## src/rtl/yuvcwd_pkg.sv

```systemverilog
`default_nettype none
package yuvcwd_pkg;

  // Sizes of the block
  localparam int NUM_COLORS   = 4;
  localparam int COLOR_IDX_W  = 2;
  localparam int SAMPLE_W     = 8;
  localparam int WINDOW_W     = 48;
  localparam int THRESH_W     = 20;
  localparam int WIN_COUNT_W  = 20;
  localparam int CODE_W       = 3;
  localparam int COUNT_BITS_DEFAULT = 20;

  // Register map (index = paddr / 8)
  localparam int REG_IDX_W = 3;
  localparam logic [REG_IDX_W-1:0] REG_COLOR0    = 3'd0;
  localparam logic [REG_IDX_W-1:0] REG_COLOR1    = 3'd1;
  localparam logic [REG_IDX_W-1:0] REG_COLOR2    = 3'd2;
  localparam logic [REG_IDX_W-1:0] REG_COLOR3    = 3'd3;
  localparam logic [REG_IDX_W-1:0] REG_THRESHOLD = 3'd4;

  // Reset values of the registers
  localparam logic [WINDOW_W-1:0] COLOR0_RESET = 48'd139633689648052;
  localparam logic [WINDOW_W-1:0] COLOR1_RESET = 48'd46069203968249;
  localparam logic [WINDOW_W-1:0] COLOR2_RESET = 48'd83560920711292;
  localparam logic [WINDOW_W-1:0] COLOR3_RESET = 48'd40611178256639;
  localparam logic [THRESH_W-1:0] THRESHOLD_RESET = 20'd6240;

  // Reward codes
  localparam logic [CODE_W-1:0] REWARD_NONE   = 3'd0;
  localparam logic [CODE_W-1:0] REWARD_COLOR0 = 3'd4;
  localparam logic [CODE_W-1:0] REWARD_COLOR1 = 3'd1;
  localparam logic [CODE_W-1:0] REWARD_COLOR2 = 3'd2;
  localparam logic [CODE_W-1:0] REWARD_COLOR3 = 3'd3;

  // Frame verdict handed from the resolver to the result register
  typedef struct packed {
    logic [WIN_COUNT_W-1:0] winning_count;
    logic [NUM_COLORS-1:0]  raw_hits;
    logic [CODE_W-1:0]      reward_code;
  } verdict_t;

  function automatic logic [CODE_W-1:0] reward_of(input logic [COLOR_IDX_W-1:0] idx);
    logic [CODE_W-1:0] code;
    case (idx)
      2'd0:    code = REWARD_COLOR0;
      2'd1:    code = REWARD_COLOR1;
      2'd2:    code = REWARD_COLOR2;
      2'd3:    code = REWARD_COLOR3;
      default: code = REWARD_NONE;
    endcase
    return code;
  endfunction

endpackage
`default_nettype wire

```

## src/rtl/yuvcwd_box.sv

```systemverilog
`default_nettype none
module yuvcwd_box (
  input  wire logic [yuvcwd_pkg::WINDOW_W-1:0] window,
  input  wire logic [yuvcwd_pkg::SAMPLE_W-1:0] y_sample,
  input  wire logic [yuvcwd_pkg::SAMPLE_W-1:0] u_sample,
  input  wire logic [yuvcwd_pkg::SAMPLE_W-1:0] v_sample,
  output logic                                 hit
);

  logic [yuvcwd_pkg::SAMPLE_W-1:0] y_min, y_max, u_min, u_max, v_min, v_max;

  // Split the window: ymin, ymax, umin, umax, vmin, vmax from the top byte down
  assign y_min = window[47:40];
  assign y_max = window[39:32];
  assign u_min = window[31:24];
  assign u_max = window[23:16];
  assign v_min = window[15:8];
  assign v_max = window[7:0];

  // Inclusive test on every channel; an empty range never passes
  assign hit = (y_sample >= y_min) && (y_sample <= y_max) &&
               (u_sample >= u_min) && (u_sample <= u_max) &&
               (v_sample >= v_min) && (v_sample <= v_max);

endmodule
`default_nettype wire

```

## src/rtl/yuvcwd_verdict.sv

```systemverilog
`default_nettype none
module yuvcwd_verdict #(
  parameter int COUNT_BITS = yuvcwd_pkg::COUNT_BITS_DEFAULT
) (
  input  wire logic [COUNT_BITS-1:0]             count0,
  input  wire logic [COUNT_BITS-1:0]             count1,
  input  wire logic [COUNT_BITS-1:0]             count2,
  input  wire logic [COUNT_BITS-1:0]             count3,
  input  wire logic [yuvcwd_pkg::THRESH_W-1:0]   threshold,
  output yuvcwd_pkg::verdict_t                   verdict
);

  localparam int CMP_W = (COUNT_BITS > yuvcwd_pkg::THRESH_W) ? COUNT_BITS
                                                              : yuvcwd_pkg::THRESH_W;

  logic [CMP_W-1:0] thr_ext;
  logic [CMP_W-1:0] c0, c1, c2, c3;
  logic [CMP_W-1:0] lo_best, hi_best, best;
  logic             lo_sel, hi_sel, top_sel;
  logic [yuvcwd_pkg::COLOR_IDX_W-1:0] best_idx;
  logic [yuvcwd_pkg::NUM_COLORS-1:0]  flags;

  assign thr_ext = CMP_W'(threshold);
  assign c0 = CMP_W'(count0);
  assign c1 = CMP_W'(count1);
  assign c2 = CMP_W'(count2);
  assign c3 = CMP_W'(count3);

  // Flag every colour strictly above the threshold
  assign flags = {c3 > thr_ext, c2 > thr_ext, c1 > thr_ext, c0 > thr_ext};

  // Argmax tree; the higher index wins only when strictly larger
  assign lo_sel  = c1 > c0;
  assign hi_sel  = c3 > c2;
  assign lo_best = lo_sel ? c1 : c0;
  assign hi_best = hi_sel ? c3 : c2;
  assign top_sel = hi_best > lo_best;
  assign best    = top_sel ? hi_best : lo_best;
  assign best_idx = top_sel ? {1'b1, hi_sel} : {1'b0, lo_sel};

  // The largest count is always flagged when any colour is, so it names the winner
  always_comb begin
    verdict.raw_hits      = flags;
    verdict.winning_count = best[yuvcwd_pkg::WIN_COUNT_W-1:0];
    if (flags != '0) begin
      verdict.reward_code = yuvcwd_pkg::reward_of(best_idx);
    end else begin
      verdict.reward_code = yuvcwd_pkg::REWARD_NONE;
    end
  end

endmodule
`default_nettype wire

```

## src/rtl/yuv_multi_color_window_detector_core.sv

```systemverilog
// Four-colour YUV window detector.
// Input stream: one macropixel per request; in_tdata holds U, first Y and V,
// in_tlast marks the last macropixel of a frame. Each macropixel is tested
// against four inclusive Y/U/V boxes and raises a saturating hit counter
// per box it falls in.
// Output stream: one request per frame, issued for the in_tlast macropixel,
// carrying the reward code, the per-colour threshold flags and the largest
// count. Counters clear after each frame.
// Path: the tlast request passes stage 1, stage 2, the stage 3 snapshot
// and the result register to out_tvalid. Throughput: one macropixel per
// cycle while in_tready is high, set by the single counter update stage.
// Stall: the result register holds a waiting frame verdict while new
// macropixels keep flowing; in_tready drops only when a second verdict
// reaches the last stage while the first is still not taken.
// Reset: counters and valid flags clear, the boxes and threshold return to
// their defaults. Registers sit on the APB port at byte address 8*index
// and must be written only while the block is idle.
`default_nettype none
module yuv_multi_color_window_detector_core #(
  parameter int COUNT_BITS = yuvcwd_pkg::COUNT_BITS_DEFAULT
) (
  input  wire logic        clk,
  input  wire logic        rst_n,
  // input stream
  input  wire logic        in_tvalid,
  output logic             in_tready,
  input  wire logic [23:0] in_tdata,    // u_sample[7:0], y_sample[15:8], v_sample[23:16]
  input  wire logic        in_tlast,    // frame_end
  // result stream
  output logic             out_tvalid,
  input  wire logic        out_tready,
  output logic [31:0]      out_tdata,   // reward_code[2:0], raw_hits[6:3],
                                        // winning_count[26:7], zero[31:27]
  // configuration
  input  wire logic        cfg_psel,
  input  wire logic        cfg_penable,
  input  wire logic        cfg_pwrite,
  input  wire logic [5:0]  cfg_paddr,
  input  wire logic [63:0] cfg_pwdata,
  output logic [63:0]      cfg_prdata,
  output logic             cfg_pready
);

  localparam int NC = yuvcwd_pkg::NUM_COLORS;
  localparam int SW = yuvcwd_pkg::SAMPLE_W;
  localparam logic [COUNT_BITS-1:0] COUNT_MAX = '1;

  // Configuration registers
  logic [yuvcwd_pkg::WINDOW_W-1:0] window_r [NC];
  logic [yuvcwd_pkg::THRESH_W-1:0] thresh_r;
  logic [yuvcwd_pkg::REG_IDX_W-1:0] reg_idx;
  logic cfg_wr;

  // Pipeline
  logic          adv;
  logic          s1_valid_r, s1_fend_r;
  logic [SW-1:0] s1_u_r, s1_y_r, s1_v_r;
  logic [NC-1:0] box_hit;
  logic          s2_valid_r, s2_fend_r;
  logic [NC-1:0] s2_hit_r;
  logic [COUNT_BITS-1:0] cnt_r [NC];
  logic [COUNT_BITS-1:0] cnt_nxt [NC];
  logic          s3_valid_r;
  logic [COUNT_BITS-1:0] snap_r [NC];
  yuvcwd_pkg::verdict_t verdict;
  yuvcwd_pkg::verdict_t out_data_r;
  logic          out_valid_r, out_valid_nxt;

  // APB write decode
  assign cfg_pready = 1'b1;
  assign reg_idx    = cfg_paddr[5:3];
  assign cfg_wr     = cfg_psel && cfg_penable && cfg_pwrite && cfg_pready;

  always_ff @(posedge clk) begin
    if (!rst_n) begin
      window_r[0] <= yuvcwd_pkg::COLOR0_RESET;
      window_r[1] <= yuvcwd_pkg::COLOR1_RESET;
      window_r[2] <= yuvcwd_pkg::COLOR2_RESET;
      window_r[3] <= yuvcwd_pkg::COLOR3_RESET;
      thresh_r    <= yuvcwd_pkg::THRESHOLD_RESET;
    end else if (cfg_wr) begin
      case (reg_idx)
        yuvcwd_pkg::REG_COLOR0:    window_r[0] <= cfg_pwdata[yuvcwd_pkg::WINDOW_W-1:0];
        yuvcwd_pkg::REG_COLOR1:    window_r[1] <= cfg_pwdata[yuvcwd_pkg::WINDOW_W-1:0];
        yuvcwd_pkg::REG_COLOR2:    window_r[2] <= cfg_pwdata[yuvcwd_pkg::WINDOW_W-1:0];
        yuvcwd_pkg::REG_COLOR3:    window_r[3] <= cfg_pwdata[yuvcwd_pkg::WINDOW_W-1:0];
        yuvcwd_pkg::REG_THRESHOLD: thresh_r    <= cfg_pwdata[yuvcwd_pkg::THRESH_W-1:0];
        default: ;
      endcase
    end
  end

  // APB read mux
  always_comb begin
    case (reg_idx)
      yuvcwd_pkg::REG_COLOR0:    cfg_prdata = 64'(window_r[0]);
      yuvcwd_pkg::REG_COLOR1:    cfg_prdata = 64'(window_r[1]);
      yuvcwd_pkg::REG_COLOR2:    cfg_prdata = 64'(window_r[2]);
      yuvcwd_pkg::REG_COLOR3:    cfg_prdata = 64'(window_r[3]);
      yuvcwd_pkg::REG_THRESHOLD: cfg_prdata = 64'(thresh_r);
      default:                   cfg_prdata = '0;
    endcase
  end

  // Hold the whole pipe only when a verdict waits behind an untaken result
  assign adv       = !(s3_valid_r && out_valid_r && !out_tready);
  assign in_tready = adv;

  // Stage 1: register the request
  always_ff @(posedge clk) begin
    if (!rst_n) begin
      s1_valid_r <= 1'b0;
    end else if (adv) begin
      s1_valid_r <= in_tvalid;
    end
  end

  always_ff @(posedge clk) begin
    if (adv && in_tvalid) begin
      s1_u_r    <= in_tdata[7:0];
      s1_y_r    <= in_tdata[15:8];
      s1_v_r    <= in_tdata[23:16];
      s1_fend_r <= in_tlast;
    end
  end

  // Box tests, one per colour
  for (genvar g = 0; g < NC; g++) begin : g_box
    yuvcwd_box u_box (
      .window   (window_r[g]),
      .y_sample (s1_y_r),
      .u_sample (s1_u_r),
      .v_sample (s1_v_r),
      .hit      (box_hit[g])
    );
  end

  // Stage 2: register the hits
  always_ff @(posedge clk) begin
    if (!rst_n) begin
      s2_valid_r <= 1'b0;
    end else if (adv) begin
      s2_valid_r <= s1_valid_r;
    end
  end

  always_ff @(posedge clk) begin
    if (adv && s1_valid_r) begin
      s2_hit_r  <= box_hit;
      s2_fend_r <= s1_fend_r;
    end
  end

  // Saturating counters; clear after the frame's last macropixel
  always_comb begin
    for (int i = 0; i < NC; i++) begin
      cnt_nxt[i] = (s2_hit_r[i] && (cnt_r[i] != COUNT_MAX)) ? cnt_r[i] + 1'b1 : cnt_r[i];
    end
  end

  always_ff @(posedge clk) begin
    if (!rst_n) begin
      for (int i = 0; i < NC; i++) cnt_r[i] <= '0;
    end else if (adv && s2_valid_r) begin
      for (int i = 0; i < NC; i++) cnt_r[i] <= s2_fend_r ? '0 : cnt_nxt[i];
    end
  end

  // Stage 3: snapshot the final counts of a frame
  always_ff @(posedge clk) begin
    if (!rst_n) begin
      s3_valid_r <= 1'b0;
    end else if (adv) begin
      s3_valid_r <= s2_valid_r && s2_fend_r;
    end
  end

  always_ff @(posedge clk) begin
    if (adv && s2_valid_r && s2_fend_r) begin
      for (int i = 0; i < NC; i++) snap_r[i] <= cnt_nxt[i];
    end
  end

  yuvcwd_verdict #(
    .COUNT_BITS (COUNT_BITS)
  ) u_verdict (
    .count0    (snap_r[0]),
    .count1    (snap_r[1]),
    .count2    (snap_r[2]),
    .count3    (snap_r[3]),
    .threshold (thresh_r),
    .verdict   (verdict)
  );

  // Result register
  assign out_valid_nxt = (adv && s3_valid_r) || (out_valid_r && !out_tready);

  always_ff @(posedge clk) begin
    if (!rst_n) begin
      out_valid_r <= 1'b0;
    end else begin
      out_valid_r <= out_valid_nxt;
    end
  end

  always_ff @(posedge clk) begin
    if (adv && s3_valid_r) begin
      out_data_r <= verdict;
    end
  end

  assign out_tvalid = out_valid_r;
  assign out_tdata  = {5'd0, out_data_r.winning_count, out_data_r.raw_hits,
                       out_data_r.reward_code};

  // Counters are empty right after a frame closes
  a_clear_after_frame: assert property (@(posedge clk) disable iff (!rst_n)
    (adv && s2_valid_r && s2_fend_r) |=>
      (cnt_r[0] == '0) && (cnt_r[1] == '0) && (cnt_r[2] == '0) && (cnt_r[3] == '0))
    else $error("hit counters not cleared after frame end");

  // A reward is given exactly when some colour is flagged
  a_code_matches_flags: assert property (@(posedge clk) disable iff (!rst_n)
    out_valid_r |-> ((out_data_r.reward_code == yuvcwd_pkg::REWARD_NONE) ==
                     (out_data_r.raw_hits == '0)))
    else $error("reward code disagrees with raw hits");

  // A new result only comes from a frame snapshot
  a_result_source: assert property (@(posedge clk) disable iff (!rst_n)
    $rose(out_valid_r) |-> $past(s3_valid_r))
    else $error("result raised without a frame snapshot");

  // Input backpressure only while a result is waiting
  a_stall_cause: assert property (@(posedge clk) disable iff (!rst_n)
    !in_tready |-> (out_valid_r && s3_valid_r))
    else $error("input stalled without a waiting result");

endmodule
`default_nettype wire

```

## config.mk

```make
export PLATFORM = sky130hd
export DESIGN_NAME = yuv_multi_color_window_detector_core
export DESIGN_NICKNAME = d
export VERILOG_FILES = /design/src/rtl/yuvcwd_pkg.sv /design/src/rtl/yuvcwd_box.sv /design/src/rtl/yuvcwd_verdict.sv /design/src/rtl/yuv_multi_color_window_detector_core.sv
export SDC_FILE = /design/constraint.sdc
export NUM_CORES = 1
export LEC_CHECK = 0
export BUFFER_PORTS_ARGS = -buffer_cell sky130_fd_sc_hd__buf_2
export CORE_ASPECT_RATIO = 1.25
export CORE_MARGIN = 2
export CORE_UTILIZATION = 36
export CTS_CLUSTER_DIAMETER = 60
export CTS_CLUSTER_SIZE = 30
export DETAILED_ROUTE_END_ITERATION = 8
export PLACE_DENSITY = 0.6
export SETUP_SLACK_MARGIN = 0.05
export SLEW_MARGIN = 20
export SYNTH_ARGS = -nofsm -noshare
export SYNTH_HDL_FRONTEND = slang
export SYNTH_HIERARCHICAL = 1
export SYNTH_SLANG_ARGS = --single-unit
```

## constraint.sdc

```tcl
create_clock -name clk -period 7.06 [get_ports clk]
set_input_delay 0 -clock clk [delete_from_list [all_inputs] [get_ports clk]]
set_output_delay 0 -clock clk [all_outputs]
set_load 0.005 [all_outputs]
```

==> metrics.md, run 1 <==
| Metric | Value |
|---|---|
| # rows | 113 |
| Detail Route Antenna Nets | 0 |
| Sum Neg Setup Slack | 0 ns |
| Setup bufs post-CTS | 0 |
| Core area | 76200 sq um |
| Worst min path class | in -> reg |
| Clk buf depth | 3 |
| Status | finished, final reports clean |
| CP Cell Sequence | ha_1 -> a21oi_1 -> o21ai_0 -> a221o_1 -> a31oi_1 -> o2bb2ai_2 -> buf_4 -> mux2_4 -> ha_1 -> nand4_1 -> or4_1 -> o22ai_2 -> buf_4 -> mux2_2 |
| Post-synthesis sequential area ratio | 45.9% |
| Number of synthesized flops with an enable pin | 409 |
| Min Tclk post-route | 5.40 ns |
| Avg Cell Area, Syn | 11.2 sq um |
| GP Congestion | 0.914 |
| Max Clk Rate | 0.185 GHz |
| Period utilization | 76.5% |
| Horiz. Die Dim | 253 um |
| Total gr overflow | 0 |
| Least-Margin Pin Slew | 1.06 ns |
| Final Cell Area | 32000 sq um |
| Max-cap violation count | 0 |
| Syn-to-layout area delta | 15.2% |
| Placed Area | 29700 sq um |
| Main synth FF type | edfxtp_1 |
| Mapped Area | 27800 sq um |
| Routed WL | 81500 um |
| Clk root buf | clkbuf_16 |
| Max VDD drop | 0.181 mV |
| Number of synthesized register bits | 433 |
| CP Launch Type | flop |
| Final setup vio count | 0 |
| Nets@finish | 3145 |
| DRC violations left | 0 |
| Max_slew headroom | 29.1% |
| Fraction of registers with async set/reset | 0% |
| Largest net degree at the start of global routing | 81 |
| Reg clk slew, reported paths | 0.07 ns |
| Synth area leader | edfxtp_1 |
| Critical Path RT | 7.38 ns |
| Critical path arrival | 5.73 ns |
| Fin. max-slew vios | 0 |
| Post-synth top cells | edfxtp_1 (409), ha_1 (336), inv_1 (272), and2_1 (161), a21oi_1 (139) |
| Total CTS buffers | 45 |
| Initial DRC Count | 1141 |
| Most common cell in the netlist | edfxtp_1 |
| CTS resizes | 0 |
| CP max stage delay | 0.58 ns |
| CP Class | reg -> reg |
| Top cell family by delay on the critical path | compound AO/OA/AOI/OAI gates |
| Post-Syn Instances | 2476 |
| Drt pass-1 iters | 5 |
| Initial antenna violation count | 4 |
| Worst skew pair latency | 0.62 ns |
| Avg Vias per Cell | 5.45 |
| LEAKAGE | 13.0 nW |
| Critical path peak fanout | 13 |
| Synth top area cells | edfxtp_1 (44%), ha_1 (15%), inv_1 (3.7%), and2_1 (3.6%), a21oi_1 (2.5%) |
| Post-synth top area share | 44.2% |
| Ports | 201 |
| Vias in the first global route | 20500 |
| Die ar. | 79500 sq um |
| First-pass GRT wire length | 122000 um |
| Distinct cell type count after synthesis | 71 |
| Htree depth | 2 |
| PwrDens | 198 nW/um^2 |
| Initial Util | 36.5% |
| CP endpoint kind | flop |
| DP Wirelength | 60600 um |
| Fin. Hold Viols | 0 |
| Gr usage total | 20.2% |
| WL per Instance | 21.9 um |
| CTS tree | done |
| Hold-fix buffers, CTS | 78 |
| Synth warnings | 6 |
| Layout cells sized above 1 | 15.5% |
| Port bufs | 159 |
| RSZ-0062 raised after global routing | no |
| Routed vias | 20300 |
| Clock sink count | 433 |
| Worst path bufs/invs | 2 |
| Slowest-stage cell, CP | o22ai_2 |
| Die height | 315 um |
| Clk_skew | 0.0457 ns |
## path summary, 6_finish.rpt
kind	cells past startpoint	from	end	slack (ns)
worst min-delay path	2	rst_n	out_tvalid$_SDFF_PN0_	0.07
worst max register to register	14	snap_r[3][5]$_DFFE_PP_	out_tdata[13]$_DFFE_PP_	1.66
worst min register to register	0	s1_fend_r$_DFFE_PP_	s2_fend_r$_DFFE_PP_	0.43
worst max-delay path	14	snap_r[3][5]$_DFFE_PP_	out_tdata[13]$_DFFE_PP_	1.66
## per-layer routing
layer	track usage [%]	up-vias	share of wire [%]
li1	-	9561	-
met1	24.5	10000	41
met2	36.8	575	51
met3	2.59	134	4.9
met4	7.02	6	3.5
met5	0	-	0.060
## report_power, final
group          internal (mW)  switching (mW)
Sequential              2.92           0.113
Combinational          0.346           0.446
Clock                   1.28            1.25
Total                   4.54            1.81
## layout by cell type, fill, tap and decap left out, types with 63 or more instances in the layout
cell	n
inv_1	271
buf_2	158
dlygate4sd3_1	78
or3_1	63
and2_1	160
edfxtp_1	409
ha_1	336
nand2_1	129
nand4_1	81
a21oi_1	139
## worst reg2reg max path, delay by kind of cell (launching register included)
| kind | cells | cell delay (ns) |
|---|---|---|
| AO/OA/AOI/OAI | 6 | 1.73 |
| buffers and inverters | 2 | 0.73 |
| multiplexers | 2 | 0.73 |
| AND/OR/NAND/NOR | 2 | 0.71 |
| adder cells (fa/ha/maj) | 2 | 0.69 |
| flip-flops | 1 | 0.54 |
## kinds of logic after synthesis
logic type	count (synthesis)	synth area share (%)
AND/OR/NAND/NOR	763	16.1
flip-flops	433	45.9
AO/OA/AOI/OAI	395	9.49
buffers and inverters	372	5.44
adder cells (fa/ha/maj)	336	15.1
multiplexers	120	6.17
XOR/XNOR	55	1.73
other	2	0.0270
## metrics by stage
stage               util [%]  cells  power, mW  setup WS [ns]  hold slack [ns]
floorplan                  -   2496       3.55           1.02           0.0989
global placement        38.9   3558       3.82           1.59            0.180
detailed placement      38.9   3558       3.84           1.57            0.179
CTS                     42.0   3719       6.42           1.51           0.0204
global route            42.0   3720       6.60           1.44           0.0603
finish                  42.0   3722       6.36           1.66           0.0659
## registers in the layout (all words and copies together) (netlist names), 8 cells and up
signal     flops
s1_v_r         8
thresh_r      20
window_r     192
cnt_r         80
out_tdata     27
s1_y_r         8
snap_r        80
s1_u_r         8
## layout make-up
| class | count | area, sq um |
|---|---|---|
| fillers | 7193 | 44200 |
| flip-flops and latches | 433 | 12800 |
| inverters | 272 | 1020 |
| clock inverters | 36 | 423 |
| multi-input cells | 1691 | 13700 |
| clock buffers | 47 | 1130 |
| diodes | 2 | 5.00 |
| repair buffers | 264 | 1790 |
| well taps | 977 | 1220 |
No activity file was read; power rests on OpenSTA's default activity.
==> run 2: changes to the inputs <==
Settings changed: ABC_AREA from default to 1, PLACE_DENSITY 0.6 to 0.62.
Clock period 7.06 ns to 4.95 ns, I/O delays scaled along.
==> run 2 against run 1 <==
  * Global-route usage hardly changed
  * Flip-flop and latch count did not move
  * Wire length rose by 5.7%
  * Critical path depth increased by 7
  * Critical path type unchanged
==> metrics.md, run 2 <==
| Metric | Value |
|---|---|
| Critical path peak fanout | 21 |
| Avg Vias per Cell | 4.87 |
| Max Clk Rate | 0.243 GHz |
| Clk buf depth | 3 |
| # rows | 117 |
| Layout cells sized above 1 | 10.0% |
| Sum Neg Setup Slack | 0 ns |
| Clk root buf | clkbuf_16 |
| Post-Syn Instances | 3612 |
| WHS Endpoint | s1_v_r[0]$_DFFE_PP_ |
| Critical path arrival | 4.56 ns |
| Synth area leader | edfxtp_1 |
| Clk_skew | 0.0502 ns |
| Detail Route Antenna Nets | 0 |
| Fillers | 8153 |
| Dpl cells | 4788 |
| Initial Util | 36.3% |
| Routed WL | 86100 um |
| Fin. Hold Viols | 0 |
| Max VDD drop | 0.228 mV |
| Routed vias | 24100 |
| Core area | 81400 sq um |
| Ports | 201 |
| Largest reg by FF count | window_r |
| Post-synthesis sequential area ratio | 43.2% |
| Initial antenna violation count | 2 |
| RSZ-0062 raised after global routing | no |
| Place WS | 0.902 ns |
| Max FFs per register | 192 |
| Number of synthesized flops with an enable pin | 409 |
| Status | finished, final reports clean |
| Total gr overflow | 0 |
| Critical Path RT | 5.39 ns |
| CP Class | reg -> reg |
| Layout Cells excl Fill | 4940 |
| Fin. max-slew vios | 0 |
| Horiz. Die Dim | 260 um |
| Avg Cell Area, Syn | 8.18 sq um |
| Htree depth | 2 |
| Register area | 12800 sq um |
| Ant diodes | 0 |
| Fraction of registers with async set/reset | 0% |
| Post-synth top area share | 41.6% |
| Synth warnings | 6 |
| PwrDens | 262 nW/um^2 |
| GP Congestion | 0.909 |
| R2R setup slack | 0.83 ns |
| WL per Instance | 17.4 um |
| Main synth FF type | edfxtp_1 |
| Synth top area cells | edfxtp_1 (42%), ha_1 (14%), nand2_1 (14%), inv_1 (8.1%), nor2_1 (4.2%) |
| CP endpoint kind | flop |
| Worst setup margin | 0.834 ns |
| Multi-input logic area | 13800 sq um |
| Largest registers | window_r (192), cnt_r (80), snap_r (80) |
| Max-cap violation count | 0 |
| Most frequent cells in the layout | nand2_1 (1074), inv_1 (637), edfxtp_1 (409), ha_1 (336), nor2_1 (325) |
| WHS Path Cells | 2 |
| Worst min path class | in -> reg |
| Vias in the first global route | 23100 |
| Initial DRC Count | 1804 |
| Most common cell after layout, fill and taps aside | nand2_1 |
| Gr usage total | 20.2% |
| DP Wirelength | 64300 um |
| Min Tclk post-route | 4.12 ns |
| Largest net degree at the start of global routing | 56 |
| CP Launch Type | flop |
| Drt pass-1 iters | 7 |
| Syn-to-layout area delta | 14.0% |
| Distinct cell type count after synthesis | 38 |
| Total CTS buffers | 37 |
| HP Start | in_tdata[16] |
| Number of synthesized register bits | 433 |
| Reg clk slew, reported paths | 0.09 ns |
| Nets@finish | 4278 |
| First-pass GRT wire length | 130000 um |
| Clock sink count | 433 |
| Worst skew pair latency | 0.61 ns |
| Fin Hold WS | 0.106 ns |
| Post-synth top cells | nand2_1 (1075), inv_1 (641), edfxtp_1 (409), ha_1 (336), nor2_1 (328) |
| Critical R2R Launch | snap_r[1][19]$_DFFE_PP_ |
| CTS tree | done |
| Die height | 324 um |
| Period utilization | 83.2% |
| Max_slew headroom | 20.4% |
| LEAKAGE | 16.1 nW |
| Reg2reg path depth | 21 |
| DRC violations left | 0 |
| Least-Margin Pin Slew | 1.19 ns |
| Pwr Total | 8.82 mW |
| Worst r2r dst | out_tdata[19]$_DFFE_PP_ |
| Die ar. | 84400 sq um |
| Setup bufs post-CTS | 0 |
| Final setup vio count | 0 |
| Mapped Area | 29500 sq um |
| Most common cell in the netlist | nand2_1 |
| Port bufs | 159 |
==> run 2: changes by cell type after synthesis, sizes merged, moves of 34 or more <==
cell    previous run  this run
nand2            131      1093
inv              272       665
nor2              44       348
and2             161        20
nand3             55       178
mux2              79         0
nand2b            64         0
or3               64         1
nor2b             56         0
a22oi             44         0
a21oi            140       180
clkbuf            64        29
buf               36        70
==> run 2: metrics by stage <==
stage | util [%] | area, sq um
2_1_floorplan | - | 29600
3_3_place_gp | 38.6 | 31400
3_5_place_dp | 38.6 | 31400
4_1_cts | 41.4 | 33700
5_1_grt | 41.4 | 33700
6_report | 41.4 | 33700
==> run 2: repair_timing <==
item | 4_1_cts | 5_1_grt
hold buffers | 84 | 0
endpoints found under the hold margin | 241 | 0
resized for setup | 0 | 0
==> run 2: how the worst max path moves through the flow <==
stage                                       start                      endpoint  slack, ns  depth (start not counted)
final                     snap_r[1][19]$_DFFE_PP_       out_tdata[19]$_DFFE_PP_       0.83                         21
after global routing      snap_r[1][19]$_DFFE_PP_        out_tdata[0]$_DFFE_PP_       0.33                         22
after CTS                 snap_r[1][19]$_DFFE_PP_        out_tdata[0]$_DFFE_PP_       0.87                         22
after detailed placement  snap_r[1][19]$_DFFE_PP_        out_tdata[0]$_DFFE_PP_       0.90                         22
after global placement    snap_r[1][19]$_DFFE_PP_        out_tdata[0]$_DFFE_PP_       0.95                         22
after floorplan                      cfg_paddr[5]  window_r[3][0]$_SDFFCE_PN1P_       0.38                          5
==> run 2: cell type report <==
class                   count  area share (%)
clock inverters            30            1.35
clock buffers              38            2.82
well taps                1071            3.98
multi-input cells        2423            40.9
inverters                 677            7.55
flip-flops and latches    433            37.9
repair buffers            268            5.45
==> run 2: where the power goes <==
| group | total [mW] | switching (mW) | internal [mW] |
|---|---|---|---|
| combinational | 1.15 | 0.740 | 0.411 |
| sequential | 4.32 | 0.146 | 4.17 |
| clock | 3.36 | 1.73 | 1.63 |
==> run 2: routing by layer <==
| layer | up-vias | track usage, % | wire length (um) |
|---|---|---|---|
| li1 | 12100 | - | - |
| met1 | 11200 | 25.0 | 35900 |
| met2 | 648 | 36.0 | 42100 |
| met3 | 140 | 2.77 | 5140 |
| met4 | 0 | 6.84 | 2940 |
| met5 | - | 0 | 0 |
==> run 2: logic make-up after synthesis <==
logic type | count (synthesis) | share of synthesized area, %
AO/OA/AOI/OAI | 291 | 6.21
XOR/XNOR | 14 | 0.415
adder cells (fa/ha/maj) | 336 | 14.2
buffers and inverters | 776 | 10.7
flip-flops | 433 | 43.2
other | 2 | 0.0254
AND/OR/NAND/NOR | 1760 | 25.2
==> run 2: critical path, stage by stage, from the launching register on <==
cell and delay, ns:
edfxtp_1 0.43, ha_1 0.32, nand2_1 0.07, nor2_1 0.18, nand2_1 0.12, nor2_1 0.19
nand2_1 0.11, nand3_2 0.29, nand2_2 0.33, nand2_1 0.17, nand2_1 0.07, ha_1 0.30
nand2_2 0.10, inv_1 0.04, nand2_1 0.05, nand2_1 0.05, a21oi_1 0.28, nand3_1 0.12
nand2_1 0.23, buf_4 0.27, nand3_1 0.10, nand2_1 0.12
